## config.mk

```make
export PLATFORM = sky130hd
export DESIGN_NAME = biquadratic_sample_3x3
export DESIGN_NICKNAME = d
export VERILOG_FILES = /design/src/sv/bqs_pkg.sv /design/src/sv/bqs_lane.sv /design/src/sv/bqs_merge.sv /design/src/sv/biquadratic_sample_3x3.sv
export SDC_FILE = /design/constraint.sdc
export NUM_CORES = 2
export LEC_CHECK = 0
export ABC_AREA = 1
export BUFFER_PORTS_ARGS = -buffer_cell sky130_fd_sc_hd__buf_2
export CORE_ASPECT_RATIO = 0.5
export CORE_MARGIN = 3
export CORE_UTILIZATION = 54
export DETAILED_ROUTE_END_ITERATION = 8
export PLACE_DENSITY_LB_ADDON = 0.05
export SKIP_LAST_GASP = 1
export SYNTH_ARGS = -nofsm -noshare
export SYNTH_HDL_FRONTEND = slang
export SYNTH_SLANG_ARGS = --single-unit
```

## constraint.sdc

```tcl
create_clock -name clk -period 11.2 [get_ports clk]
set_input_delay 2.24 -clock clk [delete_from_list [all_inputs] [get_ports clk]]
set_output_delay 2.24 -clock clk [all_outputs]
set_load 0.02 [all_outputs]
```

## src/sv/bqs_pkg.sv

```systemverilog
// Shared constants and stage-enable types for the biquadratic 3x3 sampler.
package bqs_pkg;

  localparam int FRAC_BITS_DEF = 8;   // fraction bits of frac_x and frac_y
  localparam int PIX_W         = 8;   // pixel width
  localparam int FRAC_W        = 8;   // width of the fraction ports
  localparam logic [PIX_W-1:0] PIX_MAX = '1;

  // Load enables of the two column lane stages.
  typedef struct packed {
    logic s1;
    logic s2;
  } lane_en_t;

  // Load enables of the four merge stages.
  typedef struct packed {
    logic s1;
    logic s2;
    logic s3;
    logic s4;
  } merge_en_t;

endpackage

```

## src/sv/bqs_lane.sv

```systemverilog
// Column lane: quadratic through three pixels evaluated at 1 + frac_y.
module bqs_lane #(
  parameter int FRAC_BITS = bqs_pkg::FRAC_BITS_DEF
) (
  input  logic                           clk,
  input  bqs_pkg::lane_en_t              en,
  input  logic [bqs_pkg::PIX_W-1:0]      p0,
  input  logic [bqs_pkg::PIX_W-1:0]      p1,
  input  logic [bqs_pkg::PIX_W-1:0]      p2,
  input  logic [FRAC_BITS:0]             t,
  output logic signed [FRAC_BITS+9:0]    zq
);
  import bqs_pkg::*;

  localparam int TW  = FRAC_BITS + 1;
  localparam int UW  = FRAC_BITS + 12;
  localparam int ZSW = 2 * FRAC_BITS + 14;
  localparam int ZW  = FRAC_BITS + 10;

  logic [10:0]            e0, e1, e2;
  logic signed [9:0]      a;
  logic signed [10:0]     b;
  logic signed [TW:0]     t_s;
  logic signed [UW-1:0]   ta;
  logic signed [UW-1:0]   u_nxt;
  logic signed [UW-1:0]   u_r;
  logic [TW-1:0]          t_r;
  logic [PIX_W-1:0]       p0_r;
  logic signed [TW:0]     tr_s;
  logic signed [ZSW-1:0]  tu;
  logic signed [ZSW-1:0]  p0_term;
  logic signed [ZSW-1:0]  zs;
  logic signed [ZW-1:0]   zq_nxt;
  logic signed [ZW-1:0]   zq_r;

  // Coefficients of the quadratic; the sums wrap but the final values fit.
  assign e0 = {3'b000, p0};
  assign e1 = {3'b000, p1};
  assign e2 = {3'b000, p2};
  assign a  = e0[9:0] - (e1[9:0] << 1) + e2[9:0];
  assign b  = (e1 << 2) - (e0 << 1) - e0 - e2;

  assign t_s   = $signed({1'b0, t});
  assign ta    = t_s * a;
  assign u_nxt = ta + (UW'(b) <<< FRAC_BITS);

  always_ff @(posedge clk) begin
    if (en.s1) begin
      u_r  <= u_nxt;
      t_r  <= t;
      p0_r <= p0;
    end
  end

  // Horner step, then floor division by 2^(FRAC_BITS+1) as an arithmetic shift.
  assign tr_s    = $signed({1'b0, t_r});
  assign tu      = tr_s * u_r;
  assign p0_term = $signed(ZSW'(p0_r)) <<< (2 * FRAC_BITS + 1);
  assign zs      = tu + p0_term;
  assign zq_nxt  = zs[ZW+FRAC_BITS:FRAC_BITS+1];

  always_ff @(posedge clk) begin
    if (en.s2) begin
      zq_r <= zq_nxt;
    end
  end

  assign zq = zq_r;

endmodule

```

## src/sv/bqs_merge.sv

```systemverilog
// Merge stage: quadratic across the three column values, then truncate and clamp.
module bqs_merge #(
  parameter int FRAC_BITS = bqs_pkg::FRAC_BITS_DEF
) (
  input  logic                          clk,
  input  bqs_pkg::merge_en_t            en,
  input  logic signed [FRAC_BITS+9:0]   z0,
  input  logic signed [FRAC_BITS+9:0]   z1,
  input  logic signed [FRAC_BITS+9:0]   z2,
  input  logic [FRAC_BITS:0]            tx,
  output logic [bqs_pkg::PIX_W-1:0]     sample
);
  import bqs_pkg::*;

  localparam int TW  = FRAC_BITS + 1;
  localparam int ZW  = FRAC_BITS + 10;
  localparam int AW  = FRAC_BITS + 12;
  localparam int BW  = FRAC_BITS + 13;
  localparam int U2W = 2 * FRAC_BITS + 14;
  localparam int H   = U2W / 2;
  localparam int HI  = U2W - H;
  localparam int NW  = 3 * FRAC_BITS + 15;
  localparam int SH  = 3 * FRAC_BITS + 1;
  localparam int QW  = NW - SH;

  logic signed [AW-1:0]      a;
  logic signed [BW-1:0]      b;
  logic signed [TW:0]        tx_s;
  logic signed [U2W-1:0]     ta;
  logic signed [U2W-1:0]     u2_nxt;
  logic signed [U2W-1:0]     u2_r;
  logic [TW-1:0]             tx1_r;
  logic signed [ZW-1:0]      z0_1_r;
  logic [H-1:0]              u2_lo;
  logic signed [HI-1:0]      u2_hi;
  logic signed [TW:0]        tx1_s;
  logic [TW+H-1:0]           pl_nxt;
  logic signed [TW+HI:0]     ph_nxt;
  logic [TW+H-1:0]           pl_r;
  logic signed [TW+HI:0]     ph_r;
  logic signed [ZW-1:0]      z0_2_r;
  logic signed [NW-1:0]      pl_ext;
  logic signed [NW-1:0]      ph_ext;
  logic signed [NW-1:0]      z_ext;
  logic signed [NW-1:0]      n_nxt;
  logic signed [NW-1:0]      n_r;
  logic [QW-1:0]             q;
  logic [PIX_W-1:0]          sample_nxt;
  logic [PIX_W-1:0]          sample_r;

  // First stage: inner Horner term tx*A + S*B.
  assign a      = AW'(z0) - (AW'(z1) <<< 1) + AW'(z2);
  assign b      = (BW'(z1) <<< 2) - (BW'(z0) <<< 1) - BW'(z0) - BW'(z2);
  assign tx_s   = $signed({1'b0, tx});
  assign ta     = tx_s * a;
  assign u2_nxt = ta + (U2W'(b) <<< FRAC_BITS);

  always_ff @(posedge clk) begin
    if (en.s1) begin
      u2_r   <= u2_nxt;
      tx1_r  <= tx;
      z0_1_r <= z0;
    end
  end

  // Second stage: the wide product tx*u2 as two partial products.
  assign u2_lo  = u2_r[H-1:0];
  assign u2_hi  = u2_r[U2W-1:H];
  assign tx1_s  = $signed({1'b0, tx1_r});
  assign pl_nxt = tx1_r * u2_lo;
  assign ph_nxt = tx1_s * u2_hi;

  always_ff @(posedge clk) begin
    if (en.s2) begin
      pl_r   <= pl_nxt;
      ph_r   <= ph_nxt;
      z0_2_r <= z0_1_r;
    end
  end

  // Third stage: recombine the partial products and add the constant term.
  assign pl_ext = NW'(pl_r);
  assign ph_ext = NW'(ph_r);
  assign z_ext  = NW'(z0_2_r);
  assign n_nxt  = (ph_ext <<< H) + pl_ext + (z_ext <<< (2 * FRAC_BITS + 1));

  always_ff @(posedge clk) begin
    if (en.s3) begin
      n_r <= n_nxt;
    end
  end

  // Last stage: a non-positive sum gives zero, anything above the pixel range saturates.
  assign q = n_r[NW-1:SH];

  always_comb begin
    if (n_r[NW-1] || (n_r == '0)) begin
      sample_nxt = '0;
    end else if (|q[QW-1:PIX_W]) begin
      sample_nxt = PIX_MAX;
    end else begin
      sample_nxt = q[PIX_W-1:0];
    end
  end

  always_ff @(posedge clk) begin
    if (en.s4) begin
      sample_r <= sample_nxt;
    end
  end

  assign sample = sample_r;

endmodule

```

## src/sv/biquadratic_sample_3x3.sv

```systemverilog
// Top level of the biquadratic 3x3 sampler: three column lanes, merge stage, flow control.
//
//   channel   ports                                       direction   flow control
//   in        in_up_left .. in_down_right, in_frac_x/y    in          in_valid / in_stall
//   out       out_sample_out                              out         out_valid / out_stall
//
// One word is accepted per clock while in_stall is low; out_valid rises when it reaches the last register stage.
// The pipeline is six register stages: two in the column lanes, four in the merge stage.
// Each stage loads when it is empty or when the stage after it moves, so bubbles are
// squeezed out while out_stall holds the output word.
// rst_n is synchronous and clears only the stage valid bits.
module biquadratic_sample_3x3 #(
  parameter int FRAC_BITS = bqs_pkg::FRAC_BITS_DEF
) (
  input  logic                        clk,
  input  logic                        rst_n,
  input  logic                        in_valid,
  output logic                        in_stall,
  input  logic [bqs_pkg::PIX_W-1:0]   in_up_left,
  input  logic [bqs_pkg::PIX_W-1:0]   in_up_mid,
  input  logic [bqs_pkg::PIX_W-1:0]   in_up_right,
  input  logic [bqs_pkg::PIX_W-1:0]   in_mid_left,
  input  logic [bqs_pkg::PIX_W-1:0]   in_center_pixel,
  input  logic [bqs_pkg::PIX_W-1:0]   in_mid_right,
  input  logic [bqs_pkg::PIX_W-1:0]   in_down_left,
  input  logic [bqs_pkg::PIX_W-1:0]   in_down_mid,
  input  logic [bqs_pkg::PIX_W-1:0]   in_down_right,
  input  logic [bqs_pkg::FRAC_W-1:0]  in_frac_x,
  input  logic [bqs_pkg::FRAC_W-1:0]  in_frac_y,
  output logic                        out_valid,
  input  logic                        out_stall,
  output logic [bqs_pkg::PIX_W-1:0]   out_sample_out
);
  import bqs_pkg::*;

  localparam int NSTG = 6;

  logic [NSTG-1:0]         vld_r;
  logic [NSTG-1:0]         vld_nxt;
  logic [NSTG-1:0]         rdy;
  logic [FRAC_BITS:0]      fx_ext;
  logic [FRAC_BITS:0]      fy_ext;
  logic [FRAC_BITS:0]      tx;
  logic [FRAC_BITS:0]      ty;
  logic [FRAC_BITS:0]      tx1_r;
  logic [FRAC_BITS:0]      tx2_r;
  lane_en_t                lane_en;
  merge_en_t               merge_en;
  logic signed [FRAC_BITS+9:0] z0;
  logic signed [FRAC_BITS+9:0] z1;
  logic signed [FRAC_BITS+9:0] z2;

  // Fraction bits at or above FRAC_BITS are dropped; t = 1 + frac in Q1.FRAC_BITS.
  assign fx_ext = (FRAC_BITS + 1)'(in_frac_x);
  assign fy_ext = (FRAC_BITS + 1)'(in_frac_y);
  assign tx     = {1'b1, fx_ext[FRAC_BITS-1:0]};
  assign ty     = {1'b1, fy_ext[FRAC_BITS-1:0]};

  always_comb begin
    rdy[NSTG-1] = !vld_r[NSTG-1] || !out_stall;
    for (int i = NSTG - 2; i >= 0; i--) begin
      rdy[i] = !vld_r[i] || rdy[i+1];
    end
  end

  always_comb begin
    vld_nxt[0] = rdy[0] ? in_valid : vld_r[0];
    for (int i = 1; i < NSTG; i++) begin
      vld_nxt[i] = rdy[i] ? vld_r[i-1] : vld_r[i];
    end
  end

  always_ff @(posedge clk) begin
    if (!rst_n) begin
      vld_r <= '0;
    end else begin
      vld_r <= vld_nxt;
    end
  end

  // frac_x travels beside the column lanes until the merge stage needs it.
  always_ff @(posedge clk) begin
    if (rdy[0]) begin
      tx1_r <= tx;
    end
    if (rdy[1]) begin
      tx2_r <= tx1_r;
    end
  end

  assign lane_en  = '{s1: rdy[0], s2: rdy[1]};
  assign merge_en = '{s1: rdy[2], s2: rdy[3], s3: rdy[4], s4: rdy[5]};

  bqs_lane #(.FRAC_BITS(FRAC_BITS)) u_lane_left (
    .clk (clk),
    .en  (lane_en),
    .p0  (in_up_left),
    .p1  (in_mid_left),
    .p2  (in_down_left),
    .t   (ty),
    .zq  (z0)
  );

  bqs_lane #(.FRAC_BITS(FRAC_BITS)) u_lane_mid (
    .clk (clk),
    .en  (lane_en),
    .p0  (in_up_mid),
    .p1  (in_center_pixel),
    .p2  (in_down_mid),
    .t   (ty),
    .zq  (z1)
  );

  bqs_lane #(.FRAC_BITS(FRAC_BITS)) u_lane_right (
    .clk (clk),
    .en  (lane_en),
    .p0  (in_up_right),
    .p1  (in_mid_right),
    .p2  (in_down_right),
    .t   (ty),
    .zq  (z2)
  );

  bqs_merge #(.FRAC_BITS(FRAC_BITS)) u_merge (
    .clk    (clk),
    .en     (merge_en),
    .z0     (z0),
    .z1     (z1),
    .z2     (z2),
    .tx     (tx2_r),
    .sample (out_sample_out)
  );

  assign in_stall  = !rdy[0];
  assign out_valid = vld_r[NSTG-1];

endmodule

```

After elaboration in Yosys (flattened, before gate mapping)
Index checks and enable logic that the tools add are counted.
{"block": "word_totals", "elab_cells": 82, "out_inout_bits": 10, "ff_bits": 337, "inputBits": 92}
{"block": "op_classes", "muxes": 1, "reduce_logical": 17, "add_sub_neg": 29, "mul": 9}
{"cell": "$add A27 B26 Y27", "n": 3}
{"cell": "$mul A10 B20 Y27", "n": 3}
{"cell": "$sub A11 B8 Y11", "n": 6}
{"cell": "$add A20 B19 Y20", "n": 3}
{"cell": "$mul A10 B10 Y20", "n": 3}
{"cell": "$sub A21 B18 Y21", "n": 2}
{"cell": "$add A39 B25 Y39", "n": 1}
{"cell": "$add A39 B35 Y39", "n": 1}
{"cell": "$logic_not A39 Y1", "n": 1}
{"cell": "$sub A10 B9 Y11", "n": 3}
{"cell": "$add A10 B8 Y10", "n": 3}
{"cell": "$add A30 B29 Y30", "n": 1}
{"cell": "$mul A10 B20 Y30", "n": 1}
{"cell": "$sub A8 B9 Y10", "n": 3}
{"cell": "$mul A10 B15 Y24", "n": 1}
{"cell": "$mul A9 B15 Y24", "n": 1}
{"cell": "$sub A20 B19 Y21", "n": 1}
{"cell": "$add A20 B18 Y20", "n": 1}
{"cell": "$sub A18 B19 Y20", "n": 1}
{"cell": "$logic_not A1 Y1", "n": 8}
{"cell": "$mux W8", "n": 1}
{"cell": "$logic_or A1 B1 Y1", "n": 7}
{"cell": "$reduce_or A6 Y1", "n": 1}

Logic depth before layout (Yosys ltp)
{"block": "logic_depth", "depth_word": 8, "mapped_depth": 33, "ltp_nobuf": 33}

By module
Synthesis repeated with hierarchy kept, for this count alone.
{"block": "unflattened", "hier_cells": 8628, "hier_area_um2": 69161.3}
{"mod": "bqs_merge", "cells_each": 3463, "area_per_inst_um2": 28073.2, "seq_area_each_um2": 5104.9, "n_inst": 1}
{"mod": "bqs_lane (u_lane_mid)", "cells_each": 1719, "area_per_inst_um2": 13481.7, "seq_area_each_um2": 1651.6, "n_inst": 1}
{"mod": "bqs_lane (u_lane_left)", "cells_each": 1701, "area_per_inst_um2": 13464.2, "seq_area_each_um2": 1651.6, "n_inst": 1}
{"mod": "bqs_lane (u_lane_right)", "cells_each": 1701, "area_per_inst_um2": 13411.6, "seq_area_each_um2": 1651.6, "n_inst": 1}
{"mod": "biquadratic_sample_3x3", "cells_each": 44, "area_per_inst_um2": 730.7, "seq_area_each_um2": 600.6, "n_inst": 1}

Least setup slack after synthesis
Ideal clock, no wire load.
{"block": "synth_timing", "path_type": "input to output", "startpoint": "in out_stall", "endpoint": "out in_stall", "path_buffers": 0, "arrival_ns": 7.756, "t_required_ns": 8.960, "slack_ns": 1.204, "cell_stages": 8, "path_cell_list": "nand2_1 > nor2_1 > inv_1 > nor2_1 > nand2_1 > nor2_1 > nand2_1 > inv_1"}
{"item": "start: declaration", "line": "biquadratic_sample_3x3.sv:31", "rtl": "input logic out_stall,"}
{"item": "end: declaration", "line": "biquadratic_sample_3x3.sv:18", "rtl": "output logic in_stall,"}

Worst setup path in the final report
{"block": "layout_timing", "startpoint": "in in_up_mid[3] (netlist bit)", "endpoint": "reg u_lane_mid.u_r[19] (data pin)"}
{"block": "layout_via", "elab_chain_cells": 4, "elab_cells_between_ends": 7, "classes_between": "6 x add/sub; 1 x mul"}
{"item": "start: declaration", "line": "biquadratic_sample_3x3.sv:20", "rtl": "input logic [bqs_pkg::PIX_W-1:0] in_up_mid,"}
{"item": "$sub A8 B9 Y10 / $sub A10 B9 Y11 (equally long branches)", "line": "bqs_lane.sv:40, bqs_lane.sv:41"}
{"item": "$add A10 B8 Y10 / $sub A11 B8 Y11 (equally long branches)", "line": "bqs_lane.sv:40, bqs_lane.sv:41"}
{"item": "$mul A10 B10 Y20 / $sub A11 B8 Y11 (equally long branches)", "line": "bqs_lane.sv:44, bqs_lane.sv:41"}
{"item": "$add A20 B19 Y20 (*)", "line": "bqs_lane.sv:45", "rtl": "assign u_nxt = ta + (UW'(b) <<< FRAC_BITS);"}
{"item": "via u_lane_mid.u_nxt[19]", "line": "bqs_lane.sv:25", "rtl": "logic signed [UW-1:0] u_nxt;"}
{"item": "end signal: assignment", "line": "bqs_lane.sv:49", "rtl": "u_r <= u_nxt;"}
{"item": "end: declaration", "line": "bqs_lane.sv:26", "rtl": "logic signed [UW-1:0] u_r;"}
The timed path passes the listed nets; every way through them passes the cells marked *.
A chain may end at the register's enable or synchronous reset.

==> results.txt <==
The flow ran to the end, and the final reports show no timing, DRC or antenna violations. The relative slew slack was 0.316; the number of endpoints with negative hold slack in the final report was 0. The portion of netlist area occupied by mux cells is 0, and the HPWL after detailed placement is 133 mm. In this run the mean area of a mapped cell was 8.21 um^2. TritonCTS built the clock tree.

The instance area after placement was 0.0682 mm^2. The compound-cell area share of the yosys netlist is 0.0444. The mapped netlist covers 0.0663 mm^2. The transition time at the pin with the least slew margin is 1.03 ns, and the simple-gate share of the synthesized area is 0.167. Async set-or-reset flop fraction in the synthesized netlist: 0. The run gives 125 MHz as the highest attainable clock frequency. The post-route fraction of the period consumed by the critical path was 0.716; the average via count per standard cell was 5.07.

Global routing finished with a remaining overflow of 0. The number of synthesized flops with an enable pin is 331, and the routed length on met3 is 9.27 mm. Tracing the worst setup path back leads to its startpoint at in_up_mid[3]. For the final routed database, the setup TNS stands at 0 ns.

Routability-driven placement finished with a final weighted congestion of 0.904. After routing the design area is 0.0695 mm^2. After synthesis, the largest family of logic cells by area is adder cells.

Die width: 501 um. TritonCTS created 40 clock buffers. For the starting density of the core, the log shows 0.547.

The tools report the root cell of the clock tree as sky130_fd_sc_hd__clkbuf_16. Data on the critical path arrives at its endpoint at 8.40 ns. The overall die height works out to 254 um.

The reg-to-reg endpoint was u_merge.u2_r[29]. The type of the tightest min-delay check is register to register. The placement row count is 90, and the mean routed wirelength per cell is 16.5 um.

After synthesis the netlist holds a flip-flop and latch count of 337. The run gives 0 as the count of final setup violators. The XOR/XNOR share of the synthesized area is 0.0291. The global-route usage over all layers came out at 0.260.

The floorplan step defined a die boundary enclosing 0.127 mm^2. For the first-pass iteration count of the detailed router, the log shows 6. The tools report the launch point of the worst reg-to-reg path as u_lane_left.zq[8]. The first global-routing pass estimated 262 mm of wire. The area growth from synthesis to final layout works out to 4.88%.

Clock latency on the worst-skew pair, taken at its later pin, is 0.63 ns. The run gives 67 as the largest net degree at the start of global routing. Following the worst setup path forward leads to its endpoint at u_lane_mid.u_r[19]. Top routing layer in use: met4.

The H-tree was split into 2 levels. After synthesis, the netlist uses 45 different library cells. The tools report the sequential area share after synthesis as 0.152. The number of cell instances on the worst register-to-register path works out to 29.

Once the clock tree was built, the resizer swapped 0 gates to a different size. The register-to-register setup slack was 3.51 ns; the post-detailed-route count of antenna-violating nets was 0. The routed design uses 70.8 mm of met2 wire. The routed design has 160 mm of wire. Post-CTS timing repair inserted 0 buffers for setup.

The run gives 2 as the number of antenna violations at the first check in global routing. STA classifies the critical path endpoint as a register. The total inserted antenna cells was 0. For this design the top-level I/O count stands at 102. For the worst setup path, the data required time is 11.57 ns. The first routing iteration left 3,366 violations.

The region available for standard cell placement spans 0.121 mm^2. The post-route minimum period is 8.02 ns, and the number of max-cap violations is 0. For this run, design rule violations remaining after detail routing come to 0. The number of cells produced by synthesis is 8,073.

The run gives 0 as the number of pins with negative max-slew slack in the final report. After clock tree synthesis, the clock-pin slew on the worst setup and hold paths is 0.06 ns. Setup repair after global routing left no endpoint under its margin. During synthesis, Yosys emitted a total of 0 warnings. The leading cell type in the layout, fill and taps excluded was sky130_fd_sc_hd__inv_1. The critical path is of the input pin to register type. Adder and majority cell fraction of the synthesized area: 0.469. The worst setup path is launched from an input pin. The share of cells above drive strength 1 works out to 0.0287.

The number of hold buffers added after CTS was 0. The number of global-route vias before repair is 49.1k. The count of buffers added on input and output ports is 101. The logs give 78.1 mm for the total routed wire length on the met1 layer and 3 for the maximum buffer depth of the clock tree. The final route contains 49.1k vias. On the final layout, the worst clock skew is 0.0284 ns. The net count of the finished layout is 9,942.

The run gives 337 as the total clock sinks. Primary flip-flop cell chosen by synthesis mapping: sky130_fd_sc_hd__edfxtp_1. When the netlist entered floorplanning its net count stood at 9,973. Along the worst path, the maximum fanout reaches 5.

In this run the most critical hold path is launched from u_merge.pl_r[11]. Leaving out fill and tap cells, the most frequent cells in the layout are sky130_fd_sc_hd__inv_1 (2,208), sky130_fd_sc_hd__nand2_1 (1,915), sky130_fd_sc_hd__fa_1 (1,127), sky130_fd_sc_hd__ha_1 (681), sky130_fd_sc_hd__nor2_1 (414).
[layout make-up]
type / instances / area [um^2]
Tap cell: 1610 / 2010
Fill cell: 11400 / 51700
Sequential cell: 337 / 10100
Timing Repair Buffer: 131 / 731
Clock buffer: 49 / 1040
Multi-Input combinational cell: 5316 / 47000
Clock inverter: 25 / 317
Inverter: 2216 / 8320
[metal layers]
metal / up-vias / global-route usage
li1: 23900 / -
met4: 0 / 0.0374
met2: 1131 / 0.405
met1: 23900 / 0.393
met3: 125 / 0.0377
met5: - / 0
[per-stage QoR]
stage | util | hold WS [ns] | cells | worst slack (ns)
final | 0.574 | 0.417 | 9684 | 3.18
after global routing | 0.574 | 0.423 | 9684 | 2.70
after CTS | 0.574 | 0.417 | 9684 | 3.25
after detailed placement | 0.562 | 0.405 | 9610 | 2.59
after global placement | 0.562 | 0.401 | 9610 | 2.62
after floorplan | - | 0.400 | 8073 | 1.20
[critical path, cell delays in order]
cell and delay (ns):
sky130_fd_sc_hd__buf_2 0.14, sky130_fd_sc_hd__inv_1 0.07, sky130_fd_sc_hd__fa_1 0.53, sky130_fd_sc_hd__inv_1 0.04, sky130_fd_sc_hd__ha_1 0.32, sky130_fd_sc_hd__a21oi_1 0.19, sky130_fd_sc_hd__nand2_1 0.10, sky130_fd_sc_hd__nand2_1 0.09
sky130_fd_sc_hd__nand2_1 0.06, sky130_fd_sc_hd__a21oi_1 0.15, sky130_fd_sc_hd__or2_2 0.13, sky130_fd_sc_hd__nand2_1 0.18, sky130_fd_sc_hd__inv_1 0.22, sky130_fd_sc_hd__nand2_1 0.09, sky130_fd_sc_hd__fa_1 0.42, sky130_fd_sc_hd__fa_1 0.48
sky130_fd_sc_hd__fa_1 0.51, sky130_fd_sc_hd__fa_1 0.49, sky130_fd_sc_hd__inv_1 0.05, sky130_fd_sc_hd__fa_1 0.43, sky130_fd_sc_hd__ha_1 0.36, sky130_fd_sc_hd__a21oi_1 0.24, sky130_fd_sc_hd__a21boi_0 0.38, sky130_fd_sc_hd__o21ai_0 0.22
sky130_fd_sc_hd__nand2_1 0.12, sky130_fd_sc_hd__nand2_1 0.05, sky130_fd_sc_hd__nand2_1 0.05, sky130_fd_sc_hd__nand2_1 0.04
[synth_stat cells (5+ instances only)]
cell | number | area, um^2
sky130_fd_sc_hd__edfxtp_1 | 331 | 9940
sky130_fd_sc_hd__a21oi_1 | 297 | 1490
sky130_fd_sc_hd__o21ai_0 | 141 | 706
sky130_fd_sc_hd__a31oi_1 | 12 | 75.1
sky130_fd_sc_hd__xnor2_1 | 64 | 561
sky130_fd_sc_hd__nand3b_1 | 23 | 173
sky130_fd_sc_hd__inv_1 | 2210 | 8300
sky130_fd_sc_hd__fa_1 | 1127 | 22600
sky130_fd_sc_hd__ha_1 | 681 | 8520
sky130_fd_sc_hd__nand2_1 | 1917 | 7200
sky130_fd_sc_hd__nor4_1 | 22 | 138
sky130_fd_sc_hd__clkbuf_2 | 72 | 360
sky130_fd_sc_hd__xor2_1 | 149 | 1310
sky130_fd_sc_hd__a21boi_0 | 8 | 60.1
sky130_fd_sc_hd__o21a_1 | 9 | 67.6
sky130_fd_sc_hd__dfxtp_1 | 6 | 120
sky130_fd_sc_hd__o21bai_1 | 31 | 233
sky130_fd_sc_hd__nand4_1 | 61 | 382
sky130_fd_sc_hd__nor2_1 | 414 | 1550
sky130_fd_sc_hd__buf_2 | 8 | 40.0
sky130_fd_sc_hd__o211ai_1 | 14 | 105
sky130_fd_sc_hd__a21o_1 | 20 | 150
sky130_fd_sc_hd__clkbuf_1 | 116 | 435
sky130_fd_sc_hd__or2_2 | 21 | 131
sky130_fd_sc_hd__nand3_1 | 240 | 1200
sky130_fd_sc_hd__buf_4 | 5 | 37.5
sky130_fd_sc_hd__and2_1 | 6 | 37.5
sky130_fd_sc_hd__nor3_1 | 38 | 190
[cells by family (layout without fill, tap and decap cells)]
family                     Yosys count  in the layout
DFF                                337            337
and+or+nand+nor                   2751           2751
xor gates and xnor gates           217            217
adders and majority gates         1808           1808
AOI/OAI and AO/OA                  540            540
buffers and inverters             2420           2421
[state kept, by name, indices dropped and copies added, names as in the netlist, 8 cells and up]
| register | count |
|---|---|
| u_merge.n_r | 39 |
| u_merge.u2_r | 30 |
| u_merge.ph_r | 24 |
| u_merge.pl_r | 24 |
| u_lane_left.u_r | 20 |
| u_lane_mid.u_r | 20 |
| u_lane_right.u_r | 20 |
| u_lane_left.zq | 18 |
| u_lane_mid.zq | 18 |
| u_lane_right.zq | 18 |
| u_merge.z0_1_r | 18 |
| u_merge.z0_2_r | 18 |
| tx1_r | 8 |
| tx2_r | 8 |
| u_lane_left.p0_r | 8 |
| u_lane_mid.p0_r | 8 |
| u_lane_right.p0_r | 8 |
| u_lane_right.t_r | 8 |
| u_merge.sample | 8 |
| u_merge.tx1_r | 8 |
[worst min-delay path by stage]
stage / endpoint / slack [ns] / cells past startpoint
2_1_floorplan: tx2_r[0] / 0.40 / 0
4_1_cts: u_merge.n_r[11] / 0.42 / 0
5_1_grt: u_merge.z0_2_r[14] / 0.42 / 0
6_report: u_merge.n_r[11] / 0.42 / 0
3_3_place_gp: u_merge.n_r[2] / 0.40 / 0
3_5_place_dp: u_merge.n_r[11] / 0.40 / 0
Power is left out: the tool's default activity adds up to more than one toggle a clock period on the data nets, which glitch-free logic cannot reach.
